[src/hdl/sbsc_pkg.sv]
// ----------------------------------------------------------------------------
// sbsc_pkg
// Shared constants, types and helpers of the surface box size classifier.
// ----------------------------------------------------------------------------
package sbsc_pkg;

  // datapath sizes
  localparam int COORD_WIDTH = 20;
  localparam int FRAC_BITS   = 12;
  localparam int COUNT_WIDTH = 20;

  // fixed field widths
  localparam int SURF_W       = 16;
  localparam int OUT_EXT_W    = 20;
  localparam int MIN_POINTS_W = 20;
  localparam int LONGEST_W    = 19;
  localparam int ASPECT_W     = 8;
  localparam int ASPECT_FRAC  = 4;
  localparam int CFG_DATA_W   = 20;
  localparam int CFG_IDX_W    = 8;

  // configuration register indexes
  localparam logic [CFG_IDX_W-1:0] CFG_MIN_POINTS    = CFG_IDX_W'(0);
  localparam logic [CFG_IDX_W-1:0] CFG_LONGEST_UPPER = CFG_IDX_W'(1);
  localparam logic [CFG_IDX_W-1:0] CFG_LONGEST_LOWER = CFG_IDX_W'(2);
  localparam logic [CFG_IDX_W-1:0] CFG_ASPECT_LIMIT  = CFG_IDX_W'(3);

  // configuration reset values
  localparam logic [MIN_POINTS_W-1:0] MIN_POINTS_RST    = MIN_POINTS_W'(200);
  localparam logic [LONGEST_W-1:0]    LONGEST_UPPER_RST = LONGEST_W'(2458);
  localparam logic [LONGEST_W-1:0]    LONGEST_LOWER_RST = LONGEST_W'(819);
  localparam logic [ASPECT_W-1:0]     ASPECT_LIMIT_RST  = ASPECT_W'(40);

  // start bounds of +-100 m, clamped to the coordinate range
  localparam longint COORD_MAX_L = (64'sd1 <<< (COORD_WIDTH - 1)) - 1;
  localparam longint COORD_MIN_L = -COORD_MAX_L - 1;
  localparam longint START_L     = 100 * (64'sd1 <<< FRAC_BITS);
  localparam longint LO_START_L  = (START_L > COORD_MAX_L) ? COORD_MAX_L : START_L;
  localparam longint HI_START_L  = (-START_L < COORD_MIN_L) ? COORD_MIN_L : -START_L;
  localparam logic signed [COORD_WIDTH-1:0] LO_START = COORD_WIDTH'(LO_START_L);
  localparam logic signed [COORD_WIDTH-1:0] HI_START = COORD_WIDTH'(HI_START_L);
  localparam logic [COUNT_WIDTH-1:0]        COUNT_MAX = '1;

  // comparison widths
  localparam int CNT_CMP_W = (COUNT_WIDTH > MIN_POINTS_W) ? COUNT_WIDTH : MIN_POINTS_W;
  localparam int EXT_CMP_W = (COORD_WIDTH > LONGEST_W) ? COORD_WIDTH : LONGEST_W;
  localparam int PROD_W    = COORD_WIDTH + ASPECT_W;
  localparam int EXT_PAD_W = (COORD_WIDTH > OUT_EXT_W) ? COORD_WIDTH : OUT_EXT_W;

  // queue between front and back
  localparam int QUEUE_DEPTH = 4;
  localparam int QPTR_W      = $clog2(QUEUE_DEPTH);
  localparam int QCNT_W      = $clog2(QUEUE_DEPTH + 1);

  typedef logic signed [COORD_WIDTH-1:0] coord_t;
  typedef logic [COORD_WIDTH-1:0]        extent_t;

  // one finished surface, as handed from front to back
  typedef struct packed {
    logic [SURF_W-1:0]      surf_num;
    logic [COUNT_WIDTH-1:0] count;
    coord_t                 x_lo;
    coord_t                 x_hi;
    coord_t                 y_lo;
    coord_t                 y_hi;
    coord_t                 z_lo;
    coord_t                 z_hi;
  } surf_rec_t;

  // configuration seen by the back end
  typedef struct packed {
    logic [MIN_POINTS_W-1:0] min_points;
    logic [LONGEST_W-1:0]    longest_upper;
    logic [LONGEST_W-1:0]    longest_lower;
    logic [ASPECT_W-1:0]     aspect_limit;
  } cfg_t;

  // extent to result field width
  function automatic logic [OUT_EXT_W-1:0] to_out_ext(extent_t e);
    logic [EXT_PAD_W-1:0] pad;
    pad = EXT_PAD_W'(e);
    return OUT_EXT_W'(pad);
  endfunction

endpackage

[src/hdl/sbsc_front.sv]
// ----------------------------------------------------------------------------
// sbsc_front
// Tracks the per-axis bounds and point count; closes a surface into a record.
// ----------------------------------------------------------------------------
module sbsc_front import sbsc_pkg::*; (
  input  logic      clk,
  input  logic      rst_n,
  input  logic      in_valid,
  output logic      in_stall,
  input  coord_t    in_x_coord,
  input  coord_t    in_y_coord,
  input  coord_t    in_z_coord,
  input  logic      in_end_of_surface,
  input  logic      q_full,
  output logic      q_push,
  output surf_rec_t q_rec
);

  coord_t                 lo_r  [3];
  coord_t                 hi_r  [3];
  coord_t                 lo_nxt[3];
  coord_t                 hi_nxt[3];
  coord_t                 pt    [3];
  logic [COUNT_WIDTH-1:0] count_r, count_nxt;
  logic [SURF_W-1:0]      surf_r;
  logic                   accept;

  assign pt[0] = in_x_coord;
  assign pt[1] = in_y_coord;
  assign pt[2] = in_z_coord;

  // hold off input while the queue has no room
  assign in_stall = q_full;
  assign accept   = in_valid && !q_full;

  // bounds including the current point
  always_comb begin
    for (int a = 0; a < 3; a++) begin
      lo_nxt[a] = (pt[a] < lo_r[a]) ? pt[a] : lo_r[a];
      hi_nxt[a] = (pt[a] > hi_r[a]) ? pt[a] : hi_r[a];
    end
    count_nxt = (count_r == COUNT_MAX) ? count_r : count_r + COUNT_WIDTH'(1);
  end

  // record of the closing surface
  assign q_push = accept && in_end_of_surface;
  always_comb begin
    q_rec.surf_num = surf_r;
    q_rec.count    = count_nxt;
    q_rec.x_lo     = lo_nxt[0];
    q_rec.x_hi     = hi_nxt[0];
    q_rec.y_lo     = lo_nxt[1];
    q_rec.y_hi     = hi_nxt[1];
    q_rec.z_lo     = lo_nxt[2];
    q_rec.z_hi     = hi_nxt[2];
  end

  // running state; bounds and count restart and the surface number advances when a surface closes
  always_ff @(posedge clk) begin
    if (!rst_n) begin
      for (int a = 0; a < 3; a++) begin
        lo_r[a] <= LO_START;
        hi_r[a] <= HI_START;
      end
      count_r <= '0;
      surf_r  <= '0;
    end else if (accept) begin
      if (in_end_of_surface) begin
        for (int a = 0; a < 3; a++) begin
          lo_r[a] <= LO_START;
          hi_r[a] <= HI_START;
        end
        count_r <= '0;
        surf_r  <= surf_r + SURF_W'(1);
      end else begin
        for (int a = 0; a < 3; a++) begin
          lo_r[a] <= lo_nxt[a];
          hi_r[a] <= hi_nxt[a];
        end
        count_r <= count_nxt;
      end
    end
  end

endmodule

[src/hdl/sbsc_queue.sv]
// ----------------------------------------------------------------------------
// sbsc_queue
// Small first-in first-out queue of surface records.
// ----------------------------------------------------------------------------
module sbsc_queue import sbsc_pkg::*; (
  input  logic      clk,
  input  logic      rst_n,
  input  logic      push,
  input  surf_rec_t push_rec,
  output logic      full,
  input  logic      pop,
  output logic      empty,
  output surf_rec_t pop_rec
);

  surf_rec_t          entry_r [QUEUE_DEPTH];
  logic [QPTR_W-1:0]  wr_ptr_r, rd_ptr_r;
  logic [QCNT_W-1:0]  fill_r;
  logic               do_push, do_pop;

  assign full    = (fill_r == QCNT_W'(QUEUE_DEPTH));
  assign empty   = (fill_r == '0);
  assign do_push = push && !full;
  assign do_pop  = pop && !empty;
  assign pop_rec = entry_r[rd_ptr_r];

  // storage
  always_ff @(posedge clk) begin
    if (do_push) begin
      entry_r[wr_ptr_r] <= push_rec;
    end
  end

  // pointers and fill level
  always_ff @(posedge clk) begin
    if (!rst_n) begin
      wr_ptr_r <= '0;
      rd_ptr_r <= '0;
      fill_r   <= '0;
    end else begin
      if (do_push) begin
        wr_ptr_r <= (wr_ptr_r == QPTR_W'(QUEUE_DEPTH - 1)) ? '0 : wr_ptr_r + QPTR_W'(1);
      end
      if (do_pop) begin
        rd_ptr_r <= (rd_ptr_r == QPTR_W'(QUEUE_DEPTH - 1)) ? '0 : rd_ptr_r + QPTR_W'(1);
      end
      if (do_push && !do_pop) begin
        fill_r <= fill_r + QCNT_W'(1);
      end else if (do_pop && !do_push) begin
        fill_r <= fill_r - QCNT_W'(1);
      end
    end
  end

endmodule

[src/hdl/sbsc_back.sv]
// ----------------------------------------------------------------------------
// sbsc_back
// Forms and sorts the box extents, applies the fit tests, drives results.
// ----------------------------------------------------------------------------
module sbsc_back import sbsc_pkg::*; (
  input  logic                  clk,
  input  logic                  rst_n,
  input  cfg_t                  cfg,
  input  logic                  q_empty,
  input  surf_rec_t             q_rec,
  output logic                  q_pop,
  output logic                  out_valid,
  input  logic                  out_stall,
  output logic [SURF_W-1:0]     out_surface_number,
  output logic                  out_size_fits,
  output logic [OUT_EXT_W-1:0]  out_longest_extent,
  output logic [OUT_EXT_W-1:0]  out_middle_extent,
  output logic [OUT_EXT_W-1:0]  out_shortest_extent
);

  // stage 1 registers
  logic              s1_valid_r;
  logic [SURF_W-1:0] s1_surf_r;
  logic              s1_cnt_ok_r;
  extent_t           s1_l1_r, s1_l2_r, s1_l3_r;

  // output registers
  logic              out_valid_r;
  logic [SURF_W-1:0] out_surf_r;
  logic              out_fits_r;
  extent_t           out_l1_r, out_l2_r, out_l3_r;

  logic    out_adv, s1_adv;
  extent_t ex, ey, ez;
  extent_t mn_ab, mx_ab, l1_nxt, l2_nxt, l3_nxt;
  logic    cnt_ok_nxt;
  logic [PROD_W-1:0] lhs, rhs;
  logic    too_long, too_short, too_flat, fits_nxt;

  // pipeline advance
  assign out_adv = !out_valid_r || !out_stall;
  assign s1_adv  = !s1_valid_r || out_adv;
  assign q_pop   = !q_empty && s1_adv;

  // extents, wrapped to coordinate width, and a three-way sort
  always_comb begin
    ex = extent_t'(q_rec.x_hi - q_rec.x_lo);
    ey = extent_t'(q_rec.y_hi - q_rec.y_lo);
    ez = extent_t'(q_rec.z_hi - q_rec.z_lo);
    mn_ab  = (ex < ey) ? ex : ey;
    mx_ab  = (ex < ey) ? ey : ex;
    l1_nxt = (ez > mx_ab) ? ez : mx_ab;
    l3_nxt = (ez < mn_ab) ? ez : mn_ab;
    l2_nxt = (ez < mx_ab) ? ((ez > mn_ab) ? ez : mn_ab) : mx_ab;
    cnt_ok_nxt = CNT_CMP_W'(q_rec.count) >= CNT_CMP_W'(cfg.min_points);
  end

  always_ff @(posedge clk) begin
    if (!rst_n) begin
      s1_valid_r <= 1'b0;
    end else if (s1_adv) begin
      s1_valid_r <= q_pop;
    end
  end

  always_ff @(posedge clk) begin
    if (q_pop) begin
      s1_surf_r   <= q_rec.surf_num;
      s1_cnt_ok_r <= cnt_ok_nxt;
      s1_l1_r     <= l1_nxt;
      s1_l2_r     <= l2_nxt;
      s1_l3_r     <= l3_nxt;
    end
  end

  // length window and aspect test by multiplication
  always_comb begin
    too_long  = EXT_CMP_W'(s1_l1_r) > EXT_CMP_W'(cfg.longest_upper);
    too_short = EXT_CMP_W'(s1_l1_r) < EXT_CMP_W'(cfg.longest_lower);
    lhs       = PROD_W'(s1_l1_r) << ASPECT_FRAC;
    rhs       = PROD_W'(cfg.aspect_limit) * PROD_W'(s1_l2_r);
    too_flat  = lhs > rhs;
    fits_nxt  = s1_cnt_ok_r && !too_long && !too_short && !too_flat;
  end

  always_ff @(posedge clk) begin
    if (!rst_n) begin
      out_valid_r <= 1'b0;
    end else if (out_adv) begin
      out_valid_r <= s1_valid_r;
    end
  end

  always_ff @(posedge clk) begin
    if (out_adv && s1_valid_r) begin
      out_surf_r <= s1_surf_r;
      out_fits_r <= fits_nxt;
      out_l1_r   <= s1_l1_r;
      out_l2_r   <= s1_l2_r;
      out_l3_r   <= s1_l3_r;
    end
  end

  assign out_valid           = out_valid_r;
  assign out_surface_number  = out_surf_r;
  assign out_size_fits       = out_fits_r;
  assign out_longest_extent  = to_out_ext(out_l1_r);
  assign out_middle_extent   = to_out_ext(out_l2_r);
  assign out_shortest_extent = to_out_ext(out_l3_r);

endmodule

[src/hdl/surface_box_size_classifier_unit.sv]
// ----------------------------------------------------------------------------
// surface_box_size_classifier_unit
// Bounding box extent classifier for point surfaces: tracks min/max per axis,
// sorts the extents of each finished surface and judges whether it fits.
//
//   channel  direction  handshake            payload
//   in       input      in_valid/in_stall    x/y/z coordinate, end of surface
//   out      output     out_valid/out_stall  surface number, fit, 3 extents
//   cfg      input      cfg_wr_en            cfg_index, cfg_wr_data
//
// One point is taken every cycle while the record queue (4 entries) has room.
// A surface's result goes through the queue, the stage 1 registers and the
// output register; the back end takes one surface per cycle unless stalled.
// Synchronous active-low reset clears counters, queue and valids, and loads
// start bounds and configuration defaults. Output stall backs up through the
// two back stages into the queue; input stalls only once the queue is full.
// ----------------------------------------------------------------------------
module surface_box_size_classifier_unit import sbsc_pkg::*; (
  input  logic                  clk,
  input  logic                  rst_n,
  input  logic                  in_valid,
  output logic                  in_stall,
  input  coord_t                in_x_coord,
  input  coord_t                in_y_coord,
  input  coord_t                in_z_coord,
  input  logic                  in_end_of_surface,
  output logic                  out_valid,
  input  logic                  out_stall,
  output logic [SURF_W-1:0]     out_surface_number,
  output logic                  out_size_fits,
  output logic [OUT_EXT_W-1:0]  out_longest_extent,
  output logic [OUT_EXT_W-1:0]  out_middle_extent,
  output logic [OUT_EXT_W-1:0]  out_shortest_extent,
  input  logic                  cfg_wr_en,
  input  logic [CFG_IDX_W-1:0]  cfg_index,
  input  logic [CFG_DATA_W-1:0] cfg_wr_data
);

  cfg_t      cfg_r;
  logic      q_full, q_push, q_empty, q_pop;
  surf_rec_t push_rec, pop_rec;

  // configuration registers
  always_ff @(posedge clk) begin
    if (!rst_n) begin
      cfg_r.min_points    <= MIN_POINTS_RST;
      cfg_r.longest_upper <= LONGEST_UPPER_RST;
      cfg_r.longest_lower <= LONGEST_LOWER_RST;
      cfg_r.aspect_limit  <= ASPECT_LIMIT_RST;
    end else if (cfg_wr_en) begin
      unique case (cfg_index)
        CFG_MIN_POINTS:    cfg_r.min_points    <= MIN_POINTS_W'(cfg_wr_data);
        CFG_LONGEST_UPPER: cfg_r.longest_upper <= LONGEST_W'(cfg_wr_data);
        CFG_LONGEST_LOWER: cfg_r.longest_lower <= LONGEST_W'(cfg_wr_data);
        CFG_ASPECT_LIMIT:  cfg_r.aspect_limit  <= ASPECT_W'(cfg_wr_data);
        default: ;
      endcase
    end
  end

  // front: bounds tracking
  sbsc_front u_front (
    .clk               (clk),
    .rst_n             (rst_n),
    .in_valid          (in_valid),
    .in_stall          (in_stall),
    .in_x_coord        (in_x_coord),
    .in_y_coord        (in_y_coord),
    .in_z_coord        (in_z_coord),
    .in_end_of_surface (in_end_of_surface),
    .q_full            (q_full),
    .q_push            (q_push),
    .q_rec             (push_rec)
  );

  // record queue
  sbsc_queue u_queue (
    .clk      (clk),
    .rst_n    (rst_n),
    .push     (q_push),
    .push_rec (push_rec),
    .full     (q_full),
    .pop      (q_pop),
    .empty    (q_empty),
    .pop_rec  (pop_rec)
  );

  // back: sort, test, result
  sbsc_back u_back (
    .clk                 (clk),
    .rst_n               (rst_n),
    .cfg                 (cfg_r),
    .q_empty             (q_empty),
    .q_rec               (pop_rec),
    .q_pop               (q_pop),
    .out_valid           (out_valid),
    .out_stall           (out_stall),
    .out_surface_number  (out_surface_number),
    .out_size_fits       (out_size_fits),
    .out_longest_extent  (out_longest_extent),
    .out_middle_extent   (out_middle_extent),
    .out_shortest_extent (out_shortest_extent)
  );

endmodule
[config.mk]
export PLATFORM = sky130hd
export DESIGN_NAME = surface_box_size_classifier_unit
export DESIGN_NICKNAME = d
export VERILOG_FILES = /design/src/hdl/sbsc_pkg.sv /design/src/hdl/sbsc_front.sv /design/src/hdl/sbsc_queue.sv /design/src/hdl/sbsc_back.sv /design/src/hdl/surface_box_size_classifier_unit.sv
export SDC_FILE = /design/constraint.sdc
export NUM_CORES = 2
export LEC_CHECK = 0
export ABC_CLOCK_PERIOD_IN_PS = 10570
export BUFFER_PORTS_ARGS = -buffer_cell sky130_fd_sc_hd__buf_2
export CAP_MARGIN = 20
export CORE_UTILIZATION = 45
export DETAILED_ROUTE_END_ITERATION = 6
export PLACE_DENSITY = 0.58
export SYNTH_ARGS = -nofsm -noshare
export SYNTH_HDL_FRONTEND = slang
export SYNTH_SLANG_ARGS = --single-unit
[constraint.sdc]
create_clock -name clk -period 10.57 [get_ports clk]
set_clock_uncertainty 0.05 [all_clocks]
set_input_delay 1.5855 -clock clk [delete_from_list [all_inputs] [get_ports clk]]
set_output_delay 1.5855 -clock clk [all_outputs]
set_load 0.02 [all_outputs]
==> results.ini <==
[die]
initial_core_util_pct=45.4
fp-row-count=125
die_h_um=344
core-area_um2=116000
io_pins=173
dieArea_um2=119000
die_width_um=344

[drt]
vias_per_cell=5.40
dr.pass1.iters=7
drt_wl_total_um=122000
wl_per_cell_um=21.4
ant_nets=0
drcViolationCount=0
drt_iter0_drc=1839
vias=30800

[grt]
grt_util_all_layers_pct=20.8
antenna_found_initial=5
grt_pass1_vias=30800
grt_first_pass_wirelength_um=187000
grt_max_degree=123
overflow=0

[placement]
routabilityCongestion=0.894
dpl.hpwl_um=85100
io_buffers=172
post_dp_cell_area_um2=55500

[sta]
slew_viol_final=0
slew_headroom_pct=29.8
fin_hold_ws_ns=0.364
fmax_mhz=105
tightest_slew_ns=1.05
setup_viol=0
finalCriticalPeriod_ns=9.48
rsz0062_at_grt=no
fin_tns_setup_ns=0
period_share_pct=89.7
hold_viol_final=0

[setup_path]
worstSetupPathType=flip-flop to flip-flop
crit_slowest_cell=dfxtp_4
r2r_end=u_back.s1_l2_r[7]
start_kind=flip-flop
r2r_setup_slack_ns=1.09
cp_max_fo=29
worstPathRequired_ns=10.88
cp.arrival_ns=9.80
slowest_delay_ns=0.67
cp_common_cell=ha_1
critical_path.endpoint_type=flip-flop
worst_r2r_path_depth=28

[cts]
clk_path_buf_depth=3
cts_root_buf=clkbuf_16
cts_buffers=108
postCtsSetupBuffers=0
cts_sinks=1011
cts-hold-fix-buffers=0
clk_latency_ns=0.69
post_cts_resized=0
cts_max_level=3
cts_tree=done
path_clk_slew_ns=0.06

[layout]
final_common_cell=edfxtp_1
layout-drive-gt1-share_pct=16.7
final_cell_mix=edfxtp_1 (898), inv_1 (447), ha_1 (365), nand2_1 (274), and2_1 (215)
syn_to_final_growth_pct=12.1
fin_area_um2=59200
finalNetCount=4662
final_util_pct=50.9

[synthesis]
muxShareOfSynthArea_pct=10.9
synth_warnings=0
synth_top_family_by_area=adder cells
seq_area_frac_synth_pct=55.4
synthAdderAreaFrac_pct=12.9
synthesis.area_um2=52800
synthCells=3891
ys_seq_elements=1011
syn_avg_cell_area_um2=13.6
ys.flop_type=edfxtp_1
synthXorXnorAreaFrac_pct=1.86
synth_cell_type_count=78
synth_enable_flop_cells=898
async_reset_ff_share_pct=0
syn_nets=4462
synth_simple_gate_area_share_pct=8.19
synth-compound-area-share_pct=6.64

[hold_path]
min_path_type=flip-flop to flip-flop
worstHoldStart=u_back.s1_l3_r[15]
holdPathStages=0
min_to=u_back.out_shortest_extent[15]

[status]
outcome=finished, final reports clean

[job]
drv_cap=0

layout make-up:
type / count / area [µm²]
clock buffer: 128 / 2820
tap: 1524 / 1910
timing repair buffer: 212 / 1210
inverter: 448 / 1680
multi-input combinational: 2310 / 21400
clock inverter: 72 / 875
antenna: 1 / 2.50
fill: 9915 / 57000
sequential: 1011 / 29200
synth_stat cells (all sizes together), types with 15 or more instances:
library cell    n  area share [%]
a21o          100             1.4
a21oi         124             1.2
inv           448             3.2
o211ai         30            0.43
and3           31            0.37
nand2b         49            0.58
and2          215             2.5
o21a           15            0.21
nand2         275             2.0
nor3           27            0.26
mux4          153             6.5
o21ai          83            0.79
xnor2          67             1.1
dfxtp         113             4.3
buf            30            0.27
fa            112             4.2
mux2i          80             1.6
clkbuf         92            0.65
nor2b          47            0.56
nand4          39            0.46
nor2           80            0.57
ha            365             8.7
mux2          131             2.8
nand3          30            0.28
a21boi         51            0.73
xor2           45            0.75
edfxtp        898              51
state kept, by name, indices dropped and copies added, names as in the netlist, 20 cells and up, named ones only:
register,flops
u_queue.entry_r,624
cfg_r,66
u_front.hi_r,60
u_front.lo_r,60
u_back.out_longest_extent,20
u_back.out_middle_extent,20
u_back.out_shortest_extent,20
u_back.s1_l1_r,20
u_back.s1_l2_r,20
u_back.s1_l3_r,20
u_front.count_r,20
critical path, delay by kind of cell, from the launching register on:
family | cells | cell delay [ns]
multiplexers | 3 | 1.49
AO/OA/AOI/OAI | 12 | 3.36
flip-flops | 1 | 0.67
buffers and inverters | 3 | 1.24
AND/OR/NAND/NOR | 6 | 1.06
XOR/XNOR | 1 | 0.26
adder cells (fa/ha/maj) | 3 | 0.99
through the flow:
step           cells  setup slack (ns)
6_report        5706              1.09
5_1_grt         5705             0.418
4_1_cts         5705              1.10
3_5_place_dp    5505              1.15
3_3_place_gp    5504              1.28
2_1_floorplan   3891              2.03
cell families (layout without fill, tap and decap cells):
| family | Yosys count | after routing |
|---|---|---|
| AO/OA/AOI/OAI | 519 | 519 |
| buffers and inverters | 570 | 860 |
| AND/OR/NAND/NOR | 838 | 838 |
| XOR/XNOR | 112 | 112 |
| other | 0 | 1 |
| adder cells (fa/ha/maj) | 477 | 477 |
| multiplexers | 364 | 364 |
| flip-flops | 1011 | 1011 |
routing by layer:
| metal | global-route usage [%] | vias up | share of wire [%] |
|---|---|---|---|
| met5 | 0 | - | 0.040 |
| met4 | 5.32 | 8 | 2.4 |
| met3 | 2.82 | 172 | 4.2 |
| met2 | 34.5 | 641 | 48 |
| met1 | 28.8 | 15400 | 45 |
| li1 | - | 14600 | - |
worst max-delay path by stage:
| stage | end | slack [ns] | cells past startpoint | startpoint |
|---|---|---|---|---|
| floorplan | u_back.s1_l2_r[10] | 2.03 | 33 | flip-flop |
| detailed placement | u_back.s1_l2_r[7] | 1.15 | 28 | flip-flop |
| finish | u_back.s1_l2_r[7] | 1.09 | 28 | flip-flop |
| global placement | u_back.s1_l2_r[2] | 1.28 | 28 | flip-flop |
| global route | u_back.s1_l2_r[7] | 0.42 | 28 | flip-flop |
| CTS | u_back.s1_l2_r[7] | 1.10 | 28 | flip-flop |
Power is not shown: default switching activity piles up to over one toggle a cycle in this logic, so the estimate is an artifact.
